`config.mk`:
```
export PLATFORM = sky130hd
export DESIGN_NAME = paging_translator_fifo_lru_unit
export DESIGN_NICKNAME = d
export VERILOG_FILES = /design/src/ptfl_pkg.sv /design/src/ptfl_ctrl.sv /design/src/ptfl_dp.sv /design/src/paging_translator_fifo_lru_unit.sv
export SDC_FILE = /design/constraint.sdc
export NUM_CORES = 2
export LEC_CHECK = 0
export BUFFER_PORTS_ARGS = -buffer_cell sky130_fd_sc_hd__buf_2
export CAP_MARGIN = 20
export CORE_MARGIN = 3
export CORE_UTILIZATION = 23
export CTS_CLUSTER_SIZE = 28
export DETAILED_ROUTE_END_ITERATION = 7
export GPL_TIMING_DRIVEN = 0
export PLACE_DENSITY = 0.47
export SYNTH_ARGS = -nofsm -noshare
export SYNTH_HDL_FRONTEND = slang
export SYNTH_SLANG_ARGS = --single-unit
```
`constraint.sdc`:
```
create_clock -name i_clk -period 13.4 [get_ports i_clk]
set_clock_uncertainty 0.15 [all_clocks]
set_input_delay 1.34 -clock i_clk [delete_from_list [all_inputs] [get_ports i_clk]]
set_output_delay 1.34 -clock i_clk [all_outputs]
set_load 0.1 [all_outputs]
```
`src/ptfl_pkg.sv`:
```
package ptfl_pkg;

    localparam int NumFrames = 4;
    localparam int MaxProcs  = 4;
    localparam int MaxPages  = 16;

    // result status codes
    localparam logic [1:0] StHit    = 2'd0;
    localparam logic [1:0] StFill   = 2'd1;
    localparam logic [1:0] StEvict  = 2'd2;
    localparam logic [1:0] StReject = 2'd3;

    // register indexes
    localparam int RegMode     = 0;
    localparam int RegPageBits = 1;
    localparam int RegSize1    = 2;
    localparam int RegSize4    = 5;

    localparam logic [31:0] CntMax = 32'hFFFF_FFFF;

    typedef struct packed {
        logic [3:0]  proc_id;
        logic [19:0] virtual_addr;
    } t_in_item;

    typedef struct packed {
        logic [1:0]  status;
        logic [5:0]  page_number;
        logic [5:0]  frame_number;
        logic [21:0] physical_addr;
        logic [3:0]  evicted_proc;
        logic [5:0]  evicted_page;
        logic [31:0] fault_count;
        logic [31:0] access_count;
    } t_out_item;

    // controller to datapath
    typedef struct packed {
        logic capture;
        logic update;
    } t_cmd;

    function automatic logic [31:0] sat_inc(input logic [31:0] v);
        sat_inc = (v == CntMax) ? v : v + 32'd1;
    endfunction

endpackage

```
`src/ptfl_ctrl.sv`:
```
module ptfl_ctrl (
    input  logic            i_clk,
    input  logic            i_rst_n,
    input  logic            i_in_valid,
    output logic            o_in_ready,
    output logic            o_out_valid,
    input  logic            i_out_ready,
    output ptfl_pkg::t_cmd  o_cmd
);

    localparam logic [1:0] S_IDLE = 2'd0;
    localparam logic [1:0] S_UPD  = 2'd1;
    localparam logic [1:0] S_OUT  = 2'd2;

    logic [1:0] r_state, n_state;

    // state sequencing: capture, update, deliver
    always_comb begin
        n_state = r_state;
        case (r_state)
            S_IDLE: if (i_in_valid) n_state = S_UPD;
            S_UPD:  n_state = S_OUT;
            S_OUT:  if (i_out_ready) n_state = i_in_valid ? S_UPD : S_IDLE;
            default: n_state = S_IDLE;
        endcase
    end

    always_ff @(posedge i_clk) begin
        if (!i_rst_n) begin
            r_state <= S_IDLE;
        end else begin
            r_state <= n_state;
        end
    end

    assign o_in_ready    = (r_state == S_IDLE) || (r_state == S_OUT && i_out_ready);
    assign o_out_valid   = (r_state == S_OUT);
    assign o_cmd.capture = i_in_valid && o_in_ready;
    assign o_cmd.update  = (r_state == S_UPD);

    a_upd_then_out: assert property (@(posedge i_clk) disable iff (!i_rst_n)
        r_state == S_UPD |=> r_state == S_OUT) else $error("update not followed by output");
    a_stall_hold: assert property (@(posedge i_clk) disable iff (!i_rst_n)
        o_out_valid && !i_out_ready |=> o_out_valid) else $error("output dropped");
    a_no_cap_busy: assert property (@(posedge i_clk) disable iff (!i_rst_n)
        r_state == S_UPD |-> !o_cmd.capture) else $error("capture while busy");

endmodule

```
`src/ptfl_dp.sv`:
```
module ptfl_dp #(
    parameter int FRAME_SLOTS = ptfl_pkg::NumFrames,
    parameter int MAX_PROCS   = ptfl_pkg::MaxProcs,
    parameter int MAX_PAGES   = ptfl_pkg::MaxPages
) (
    input  logic                i_clk,
    input  logic                i_rst_n,
    input  ptfl_pkg::t_cmd      i_cmd,
    input  ptfl_pkg::t_in_item  i_item,
    input  logic                i_mode,
    input  logic [4:0]          i_page_bits,
    input  logic [20:0]         i_size [MAX_PROCS],
    output ptfl_pkg::t_out_item o_item
);

    localparam int PtDepth = MAX_PROCS * MAX_PAGES;
    localparam int FW = (FRAME_SLOTS > 1) ? $clog2(FRAME_SLOTS) : 1;
    localparam int SW = (PtDepth > 1) ? $clog2(PtDepth) : 1;

    // page table: present bits as flops, frame index as a memory
    logic [PtDepth-1:0]  r_present;
    logic [FW-1:0]       r_pframe [PtDepth];
    logic [FRAME_SLOTS-1:0] r_fvalid;
    logic [3:0]          r_fowner [FRAME_SLOTS];
    logic [5:0]          r_fpage  [FRAME_SLOTS];
    logic [31:0]         r_fload  [FRAME_SLOTS];
    logic [31:0]         r_fuse   [FRAME_SLOTS];
    logic [31:0]         r_time, r_faults, r_accs;

    // captured item, decoded in the capture cycle
    logic        r_ok;
    logic [SW-1:0] r_slot;
    logic [5:0]  r_page;
    logic [19:0] r_off;
    logic [4:0]  r_sh;
    logic [3:0]  r_pid;
    logic [FW-1:0] r_pf_rd;
    ptfl_pkg::t_out_item r_out;

    logic [4:0]  sh;
    logic [19:0] page_full, off;
    logic        ok;
    logic [3:0]  pm1;
    logic [20:0] psize;
    logic [SW-1:0] slot_c;

    // decode: shift clamp, range checks
    always_comb begin
        sh = (i_page_bits < 5'd4) ? 5'd4 : (i_page_bits > 5'd16) ? 5'd16 : i_page_bits;
        page_full = i_item.virtual_addr >> sh;
        off = i_item.virtual_addr & ((20'd1 << sh) - 20'd1);
        pm1 = i_item.proc_id - 4'd1;
        psize = '0;
        for (int p = 0; p < MAX_PROCS; p++) begin
            if (pm1 == 4'(p)) psize = i_size[p];
        end
        ok = (i_item.proc_id >= 4'd1) && ({28'd0, i_item.proc_id} <= 32'(MAX_PROCS))
            && ({1'b0, i_item.virtual_addr} < psize)
            && ({12'd0, page_full} < 32'(MAX_PAGES));
    end

    assign slot_c = SW'(32'(pm1) * 32'(MAX_PAGES) + 32'(page_full));

    // victim search and empty-frame search
    logic [FW-1:0] empty_idx, vict_idx, frame;
    logic          empty_found, hit;
    logic [31:0]   best_t, t_i;
    logic [1:0]    status;
    logic [3:0]    ev_proc;
    logic [5:0]    ev_page;
    logic [31:0]   old_slot_w;
    logic [PtDepth-1:0] n_present;

    always_comb begin
        empty_found = 1'b0;
        empty_idx = '0;
        for (int i = FRAME_SLOTS - 1; i >= 0; i--) begin
            if (!r_fvalid[i]) begin
                empty_found = 1'b1;
                empty_idx = FW'(i);
            end
        end
        vict_idx = '0;
        best_t = i_mode ? r_fuse[0] : r_fload[0];
        for (int i = 1; i < FRAME_SLOTS; i++) begin
            t_i = i_mode ? r_fuse[i] : r_fload[i];
            if (t_i < best_t) begin
                best_t = t_i;
                vict_idx = FW'(i);
            end
        end
        t_i = '0;
        hit = r_present[r_slot];
        ev_proc = '0;
        ev_page = '0;
        if (hit) begin
            frame = r_pf_rd;
            status = ptfl_pkg::StHit;
        end else if (empty_found) begin
            frame = empty_idx;
            status = ptfl_pkg::StFill;
        end else begin
            frame = vict_idx;
            status = ptfl_pkg::StEvict;
            ev_proc = r_fowner[vict_idx];
            ev_page = r_fpage[vict_idx];
        end
        old_slot_w = (32'(ev_proc) - 32'd1) * 32'(MAX_PAGES) + 32'(ev_page);
    end

    // present bits after a fault: drop the evicted page, mark the new one
    always_comb begin
        n_present = r_present;
        if (status == ptfl_pkg::StEvict && old_slot_w < 32'(PtDepth) && ev_proc != 4'd0)
            n_present[old_slot_w[SW-1:0]] = 1'b0;
        n_present[r_slot] = 1'b1;
    end

    logic [31:0] n_faults, n_accs;
    assign n_accs   = ptfl_pkg::sat_inc(r_accs);
    assign n_faults = hit ? r_faults : ptfl_pkg::sat_inc(r_faults);

    // control state of the tables and counters
    always_ff @(posedge i_clk) begin
        if (!i_rst_n) begin
            r_present <= '0;
            r_fvalid  <= '0;
            r_time    <= '0;
            r_faults  <= '0;
            r_accs    <= '0;
        end else if (i_cmd.update && r_ok) begin
            r_accs <= n_accs;
            r_faults <= n_faults;
            r_time <= ptfl_pkg::sat_inc(r_time);
            if (!hit) begin
                r_present <= n_present;
                r_fvalid[frame] <= 1'b1;
            end
        end
    end

    // payload registers
    always_ff @(posedge i_clk) begin
        if (i_cmd.capture) begin
            r_ok    <= ok;
            r_slot  <= slot_c;
            r_page  <= page_full[5:0];
            r_off   <= off;
            r_sh    <= sh;
            r_pid   <= i_item.proc_id;
            r_pf_rd <= r_pframe[slot_c];
        end
        if (i_cmd.update) begin
            if (r_ok) begin
                if (!hit) begin
                    r_pframe[r_slot] <= frame;
                    r_fowner[frame]  <= r_pid;
                    r_fpage[frame]   <= r_page;
                    r_fload[frame]   <= r_time;
                end
                r_fuse[frame] <= r_time;
                r_out.status        <= status;
                r_out.page_number   <= r_page;
                r_out.frame_number  <= 6'(frame);
                r_out.physical_addr <= (22'(frame) << r_sh) | 22'(r_off);
                r_out.evicted_proc  <= ev_proc;
                r_out.evicted_page  <= ev_page;
                r_out.fault_count   <= n_faults;
                r_out.access_count  <= n_accs;
            end else begin
                r_out.status        <= ptfl_pkg::StReject;
                r_out.page_number   <= '0;
                r_out.frame_number  <= '0;
                r_out.physical_addr <= '0;
                r_out.evicted_proc  <= '0;
                r_out.evicted_page  <= '0;
                r_out.fault_count   <= r_faults;
                r_out.access_count  <= r_accs;
            end
        end
    end

    assign o_item = r_out;

    a_time_mono: assert property (@(posedge i_clk) disable iff (!i_rst_n)
        1'b1 |=> r_time >= $past(r_time)) else $error("time went back");
    a_fault_le_acc: assert property (@(posedge i_clk) disable iff (!i_rst_n)
        r_faults <= r_accs) else $error("faults exceed accesses");
    a_reject_still: assert property (@(posedge i_clk) disable iff (!i_rst_n)
        i_cmd.update && !r_ok |=> $stable(r_time)) else $error("reject moved time");

endmodule

```
`src/paging_translator_fifo_lru_unit.sv`:
```
// demand paging translator with fifo or lru frame replacement
// input channel (i_in_valid/o_in_ready) carries a process id and virtual address;
// output channel (o_out_valid/i_out_ready) returns one result item per input item:
// status, page, frame, physical address, eviction info and saturating counts.
// apb port programs replace mode, page bits and four process sizes at 4*index.
// an item is accepted, updated in the next cycle, and shown on the
// output the cycle after. the page table read is registered at acceptance;
// the timestamp compare over all frames sits in the update cycle.
// a new item is taken in the same cycle the pending result is taken.
// reset clears the page table valid bits, frame valid bits, time and counters;
// registers return to fifo mode, 12 page bits and no processes.
// when the receiver stalls, the result holds and no new item is accepted.
module paging_translator_fifo_lru_unit #(
    parameter int FRAME_SLOTS = ptfl_pkg::NumFrames,
    parameter int MAX_PROCS   = ptfl_pkg::MaxProcs,
    parameter int MAX_PAGES   = ptfl_pkg::MaxPages
) (
    input  logic                i_clk,
    input  logic                i_rst_n,
    input  logic                i_in_valid,
    output logic                o_in_ready,
    input  ptfl_pkg::t_in_item  i_in_item,
    output logic                o_out_valid,
    input  logic                i_out_ready,
    output ptfl_pkg::t_out_item o_out_item,
    input  logic                psel,
    input  logic                penable,
    input  logic                pwrite,
    input  logic [4:0]          paddr,
    input  logic [31:0]         pwdata,
    output logic [31:0]         prdata,
    output logic                pready
);

    logic        r_mode;
    logic [4:0]  r_page_bits;
    logic [20:0] r_size [MAX_PROCS];
    logic [2:0]  ridx;
    ptfl_pkg::t_cmd cmd;

    assign pready = 1'b1;
    assign ridx = paddr[4:2];

    // configuration registers
    always_ff @(posedge i_clk) begin
        if (!i_rst_n) begin
            r_mode <= 1'b0;
            r_page_bits <= 5'd12;
            for (int p = 0; p < MAX_PROCS; p++) r_size[p] <= '0;
        end else if (psel && penable && pwrite) begin
            if (ridx == 3'(ptfl_pkg::RegMode)) r_mode <= pwdata[0];
            if (ridx == 3'(ptfl_pkg::RegPageBits)) r_page_bits <= pwdata[4:0];
            for (int p = 0; p < MAX_PROCS; p++) begin
                if (ridx == 3'(ptfl_pkg::RegSize1 + p) && p <= ptfl_pkg::RegSize4 - 2)
                    r_size[p] <= pwdata[20:0];
            end
        end
    end

    // register read
    always_comb begin
        prdata = '0;
        if (ridx == 3'(ptfl_pkg::RegMode)) prdata = {31'd0, r_mode};
        if (ridx == 3'(ptfl_pkg::RegPageBits)) prdata = {27'd0, r_page_bits};
        for (int p = 0; p < MAX_PROCS; p++) begin
            if (ridx == 3'(ptfl_pkg::RegSize1 + p)) prdata = {11'd0, r_size[p]};
        end
    end

    ptfl_ctrl u_ctrl (
        .i_clk, .i_rst_n, .i_in_valid, .o_in_ready, .o_out_valid, .i_out_ready,
        .o_cmd(cmd)
    );

    ptfl_dp #(.FRAME_SLOTS(FRAME_SLOTS), .MAX_PROCS(MAX_PROCS), .MAX_PAGES(MAX_PAGES)) u_dp (
        .i_clk, .i_rst_n, .i_cmd(cmd), .i_item(i_in_item), .i_mode(r_mode),
        .i_page_bits(r_page_bits), .i_size(r_size), .o_item(o_out_item)
    );

endmodule
```
Word level (Yosys, flattened, before mapping). Memory sizes are Yosys's and may differ from the RTL's. A register that Yosys moved wholly into a read port is not among the register bits. Cells that the tools add are included.

Memories: 5. Output and inout bits: 145. Register bits after elaboration: 408. Bits in writable memories: 424. Logic and storage cells: 171.

Multiplexer cells: 61. Bitwise operators: 8. Shift-type cells: 3. Reduce and logical (&&, ||, !) cells: 27. Equality and inequality tests: 16. $lt $le $gt $ge: 16. $add $sub $neg: 8.

Memories: u_dp.r_fload (depth 4, bits a word 32, rd ports 4, clocked after Yosys merged registers in 0, wr ports 1, RTL line ptfl_dp.sv:26) `logic [31:0] r_fload [FRAME_SLOTS];`; u_dp.r_fuse (depth 4, bits a word 32, rd ports 4, clocked after Yosys merged registers in 0, wr ports 1, RTL line ptfl_dp.sv:27) `logic [31:0] r_fuse [FRAME_SLOTS];`; u_dp.r_pframe (depth 64, bits a word 2, rd ports 1, clocked after Yosys merged registers in 1, wr ports 1, RTL line ptfl_dp.sv:22) `logic [FW-1:0] r_pframe [PtDepth];`; u_dp.r_fpage (depth 4, bits a word 6, rd ports 1, clocked after Yosys merged registers in 0, wr ports 1, RTL line ptfl_dp.sv:25) `logic [5:0] r_fpage [FRAME_SLOTS];`; u_dp.r_fowner (depth 4, bits a word 4, rd ports 1, clocked after Yosys merged registers in 0, wr ports 1, RTL line ptfl_dp.sv:24) `logic [3:0] r_fowner [FRAME_SLOTS];`.

Operators with widths (count): 32-bit 2-to-1 mux (14); 64-bit 2-to-1 mux (2); 32-bit by 1-bit adder with 32-bit output, second input constant (3); 32-bit equality test, second input constant (3); 32-bit less-than comparator (3); 21-bit 2-to-1 mux (4); 64-bit AND (1); 64-bit inverter (1); 64-bit bitwise OR (1); 32-bit by 6-bit adder with 32-bit output (1); 32-bit by 7-bit less-than comparator with 1-bit output, second input constant (1); 2-bit 2-to-1 mux (12); 22-bit by 20-bit bitwise OR with 22-bit output (1); 2-bit by 5-bit left shift with 22-bit output (1); 20-bit by 21-bit less-than comparator with 1-bit output (1); 20-bit AND (1); 20-bit by 5-bit less-than comparator with 1-bit output, second input constant (1); 1-bit by 5-bit left shift with 20-bit output, first input constant (1); 20-bit by 5-bit right shift with 20-bit output (1); 20-bit by 1-bit subtractor with 20-bit output, second input constant (1); 1-bit 2-to-1 mux (18); 2-bit AND reduction (9); 6-bit by 7-bit less-than comparator with 1-bit output, second input constant (2); 1-bit logical AND (13); other kinds (33) (43).

Longest topological paths before layout. An unclocked memory read counts as a cell.

Depth in word-level cells: 21. Mapped depth: 49.

By module. A second synthesis with hierarchy kept.

Cell total of the unflattened synthesis: 3352. Area, all modules: 39385.3 um^2.

By module, submodules not included: ptfl_dp (instances 1, area each 35138.7 um^2, cells each 2917); paging_translator_fifo_lru_unit (instances 1, area each 4129.0 um^2, cells each 424); ptfl_ctrl (instances 1, area each 117.6 um^2, cells each 11).

Worst setup path before layout. Ideal clock, no wire load.

Kind: register -> register. From: register r_mode. To: memory u_dp.r_fuse[0][0] (enable). Data arrival time: 11.121 ns. Required time: 12.789 ns. Period minus slack after synthesis: 11.732 ns. Path slack: 1.668 ns. Cell stages (with the launch flop): 38. Library setup time: 0.461 ns. Cell sequence: dfxtp_1 buf_6 clkbuf_1 buf_1 mux2_2 ha_1 nand4_1 nor4_2 nand3_1 or2_4 nand2_1 clkbuf_1 clkbuf_1 o21ai_0 ha_1 nand4_1 nor4_1 o221ai_1 (+2 left out) o31a_1 clkbuf_1 clkbuf_1 nor2_1 a21o_1 ha_1 and4_1 nand2_1 nor4_1 nand3_1 o211ai_1 inv_1 a31oi_2 a31o_1 a211oi_1 a21oi_1 inv_1 nor3_1.

Word-level cells in the longest chain between the ends: 9. Elaborated cells between the ends (all ways): 14. Classes of those cells: order compare: 3; mux: 11.

Ends and longest elaborated chain: from (decl) (RTL line paging_translator_fifo_lru_unit.sv:35) `logic r_mode;`; from (signal assigned) (RTL line paging_translator_fifo_lru_unit.sv:51) `if (ridx == 3'(ptfl_pkg::RegMode)) r_mode <= pwdata[0];`; 32-bit 2-to-1 mux (on tied branches) (RTL line ptfl_dp.sv:86, ptfl_dp.sv:84); 32-bit less-than comparator (RTL line ptfl_dp.sv:87) `if (t_i < best_t) begin`; 32-bit 2-to-1 mux (RTL line ptfl_dp.sv:87); 32-bit less-than comparator (RTL line ptfl_dp.sv:87); 32-bit 2-to-1 mux (RTL line ptfl_dp.sv:87); 32-bit less-than comparator (RTL line ptfl_dp.sv:87); 2-bit 2-to-1 mux (*) (RTL line ptfl_dp.sv:87); 2-bit 2-to-1 mux (*) (RTL line ptfl_dp.sv:99) `end else if (empty_found) begin`; 2-bit 2-to-1 mux (*) (RTL line ptfl_dp.sv:96) `if (hit) begin`; net u_dp.frame[0] (RTL line ptfl_dp.sv:65) `logic [FW-1:0] empty_idx, vict_idx, frame;`; to (decl) (RTL line ptfl_dp.sv:27).

Mark *: on every way through the listed nets, which the timed path passes. The rest lies on a longest branch.

Worst setup path in the final report.
From: register r_mode. To: register u_dp.r_present[59].

Elaborated cells between the ends (all ways): 33. Classes of those cells: add/sub: 2; order compare: 6; mux: 16; bitwise: 3; reduce/logical: 4; memory: 2.

RTL lines: 32-bit 2-to-1 mux (on tied branches) (RTL line ptfl_dp.sv:86, ptfl_dp.sv:84); 32-bit less-than comparator (RTL line ptfl_dp.sv:87); 32-bit 2-to-1 mux (RTL line ptfl_dp.sv:87); 32-bit less-than comparator (RTL line ptfl_dp.sv:87); 32-bit 2-to-1 mux (RTL line ptfl_dp.sv:87); 32-bit less-than comparator (RTL line ptfl_dp.sv:87); 2-bit 2-to-1 mux (*) (RTL line ptfl_dp.sv:87); memory read 4 x 6 bit (*); (+2 left out); net u_dp.ev_page[4] (RTL line ptfl_dp.sv:70) `logic [5:0] ev_page;`; (+1 left out); 6-bit by 7-bit less-than comparator with 1-bit output (not written as such) or 6-bit by 1-bit greater-or-equal comparator with 1-bit output (tied branches) (RTL line ptfl_dp.sv:115) `n_present[old_slot_w[SW-1:0]] = 1'b0;`; 1-bit logical AND (not written as such) (RTL line ptfl_dp.sv:115); 1-bit 2-to-1 mux (not written as such) (RTL line ptfl_dp.sv:115); 1-bit demux with 6-bit select; 64-bit inverter (no line); 64-bit AND (no line); 64-bit 2-to-1 mux (*) (RTL line ptfl_dp.sv:114) `if (status == ptfl_pkg::StEvict && old_slot_w < 32'(PtDepth) && ev_proc != 4'd0)`; 64-bit bitwise OR (no line) (*); to (signal assigned) (RTL line ptfl_dp.sv:136) `r_present <= n_present;`; to (decl) (RTL line ptfl_dp.sv:21) `logic [PtDepth-1:0] r_present;`.

Marks and branches as above. A chain may end at the register's enable or synchronous reset.

==> qor.yml <==
job:
  maxCapViolCount: 0
grt:
  antenna_found_initial: 16
  groute.usage.overall_pct: 14.2
  grt_pass1_wl_um: 190000
  grt_pass1_vias: 27900
  grt_remaining_overflow: 0
  grt_max_degree: 45
yosys:
  synth-edff-count: 570
  yosysWarnings: 0
  netlist_area_sq_um: 39600
  synthCells: 3382
  synthDistinctLibCells: 90
  seq_area_frac_synth_pct: 56.1
  ys_seq_elements: 826
  synth_flop_cell: "edfxtp_1"
  syn_avg_cell_area_sq_um: 11.7
  ys_async_sr_fraction_pct: 0
clock_tree:
  cts_buffers: 96
  htreeDepth: 3
  cts_buffer_depth: 3
  clock_sinks: 826
  cts_tree: "done"
  clock_latency_ns: 0.69
  clk_pin_slew_ns: 0.06
  cts.hold.buffers_added: 0
  cts-root-buf: "clkbuf_16"
setup_path:
  critical_path_arrival_ns: 13.11
  cp_max_fo: 17
  critPathMaxStageDelay_ns: 0.51
  path_delay_family: "simple AND/OR/NAND/NOR gates"
  path_class: "reg -> reg"
  start_kind: "flop"
  endpoint_kind: "flop"
  path_common_cell: "ha_1"
  critical-path-slowest-cell: "nor4_4"
  path_buf_inv: 11
  cp.required_ns: 13.80
power:
  p_comb_share_pct: 9.9
  irDropWorstVdd_v: 0.0000902
  total_power_mw: 6.26
  p_per_area_nw_per_um2: 131
  power.clock.fraction_pct: 45.5
  p_seq_share_pct: 44.6
  switching_power_mw: 1.58
  p_leak_nw: 16.3
  p_int_mw: 4.68
  swShare_pct: 25.3
worst_hold_path:
  hold_path_class: "reg -> reg"
floorplanning:
  fp-row-count: 151
  die-area_sq_um: 177000
  io_pins: 213
  fp.dieH_um: 421
  core_sq_um: 170000
  die_w_um: 421
  start_util_pct: 23.3
sta:
  finalHoldViolCount: 0
  finalCriticalPeriod_ns: 12.71
  fin_crit_sh_pct: 94.9
  fin_ws_ns: 0.690
  worstMarginPinSlew_ns: 1.11
  rsz0062_at_grt: "false"
  slew_headroom_pct: 23.9
  hold-worst-slack_ns: 0.329
  setup_violations: 0
  drv_slew: 0
  fmax_mhz: 78.7
placement:
  placedInstanceArea_sq_um: 44000
  dp.final_hpwl_um: 96000
  portBuffers: 182
  place_ws_ns: -3.52
  dp_cells: 5908
  gp_congestion: 0.917
finish:
  drive_gt1_share_pct: 15.6
  design_area_sq_um: 47700
  fin_nets: 3917
  areaGrowthSynthToFinish_pct: 20.3
  layout.cells.non_filler: 6097
  n_fill_cell: 17900
routing:
  wl_per_cell_um: 21.1
  first_iter_violations: 2107
  vias_per_cell: 4.55
  vias: 27800
  drt_first_pass_iters: 5
  drtAntennaViolNets: 0
  wl_um: 129000
  drc: 0
status:
  status: "finished clean"
## what timing repair did
| action | CTS | global route |
|---|---|---|
| setup endpoints to repair | 525 | 64 |
| pin swaps | 1 | 3 |
| cloned | 0 | 0 |
| setup buffers | 3 | 2 |
| resized for setup | 43 | 16 |
## synth_stat cells (25+ instances only)
master / n / area share, %
nor2_1: 231 / 2.2
o22ai_1: 26 / 0.41
nand2_1: 377 / 3.6
nand2b_1: 26 / 0.41
nor2b_1: 28 / 0.44
o21ai_0: 90 / 1.1
edfxtp_1: 570 / 43
nor3_1: 33 / 0.42
ha_1: 132 / 4.2
and2_1: 103 / 1.6
buf_1: 30 / 0.28
and3_1: 34 / 0.54
a21boi_0: 103 / 2.0
o31a_1: 66 / 1.5
dfxtp_1: 256 / 13
a211oi_1: 36 / 0.68
xnor2_1: 116 / 2.6
xor2_1: 31 / 0.68
mux2_2: 106 / 3.0
nand4_1: 47 / 0.74
a21o_1: 44 / 0.83
a21oi_1: 85 / 1.1
nand3_1: 67 / 0.85
o21a_1: 82 / 1.6
clkbuf_1: 121 / 1.1
a22oi_1: 25 / 0.47
mux2i_1: 251 / 6.3
inv_1: 35 / 0.33
## path summary, 6_finish.rpt
| path | slack (ns) | cells past startpoint | startpoint | end |
|---|---|---|---|---|
| min | 0.33 | 2 | r_size[31] | r_size[31] |
| max reg2reg | 0.69 | 48 | r_mode | u_dp.r_present[59] |
| max | 0.69 | 48 | r_mode | u_dp.r_present[59] |
| min reg2reg | 0.33 | 2 | r_size[31] | r_size[31] |
## area by class of cell
class                      count  area [sq um]  area share, %
inverter                      41           154          0.323
clock buffer                 124          2640           5.54
multi-input combinational   2343         16600           34.8
buffer                       191           927           1.94
clock inverter                55           807           1.69
timing repair buffer         217          1430           2.99
tap                         2295          2870           6.02
antenna                        5          12.5         0.0262
sequential                   826         22200           46.6
## flip-flops by register name, summed over array words and instances (netlist names), 5 cells and up
signal,flops
u_dp.r_fload,128
u_dp.r_fuse,128
u_dp.r_pframe,128
u_dp.o_item,106
r_size,84
u_dp.r_present,64
u_dp.r_accs,32
u_dp.r_faults,32
u_dp.r_time,32
u_dp.r_fpage,24
u_dp.r_off,20
u_dp.r_fowner,16
u_dp.r_page,6
r_page_bits,5
u_dp.r_sh,5
## worst reg2reg max path, delay by kind of cell (launching register included)
kind                     cells  cell delay, ns
AND/OR/NAND/NOR             18            4.61
flip-flops                   1            0.36
adder cells (fa/ha/maj)      6            1.85
buffers and inverters       11            2.40
multiplexers                 1            0.40
AO/OA/AOI/OAI               12            2.78
## cell families after synthesis
family          synth area share, %
xor+xnor                       3.25
mux                            9.81
flops                          56.1
fa+ha+maj                      4.22
other cells                  0.0189
buf+inv                        2.58
compound gates                 11.8
simple gates                   12.3
## cell usage in the layout (no fill, tap or decap), types with 44 or more instances in the layout
cell,n
nand2_1,376
o31a_1,66
ha_1,132
a21o_1,44
mux2i_1,251
nor2_1,227
mux2_2,106
clkbuf_16,99
a21boi_0,103
o21ai_0,90
and2_1,102
xnor2_1,116
edfxtp_1,570
nand3_1,67
nand4_1,47
a21oi_1,85
o21a_1,82
clkbuf_1,127
dfxtp_1,256
buf_2,200
## layer usage
metal | GRT usage, % | share of wire [%] | wire (um)
met3 | 1.96 | 4.4 | 5720
met1 | 17.7 | 43 | 54800
met4 | 7.09 | 5.3 | 6880
met5 | 0 | 0.043 | 55
met2 | 23.9 | 48 | 61100
## power groups by stage
stage                     Sequential (mW)  Clock (mW)  Combinational, mW
after floorplan                      2.94           0              0.295
after global placement               2.85           0              0.596
after detailed placement             2.84           0              0.613
after CTS                            2.79        2.92              0.621
after global routing                 2.79        3.03              0.660
final                                2.79        2.85              0.620
## through the flow
step	utilization, %	setup TNS (ns)
6_report	28.0	0
4_1_cts	27.9	0
5_1_grt	28.0	0
3_5_place_dp	25.8	-1018.22
3_3_place_gp	25.5	-1950.37
2_1_floorplan	-	0
Power figures use the tool's default switching activity.
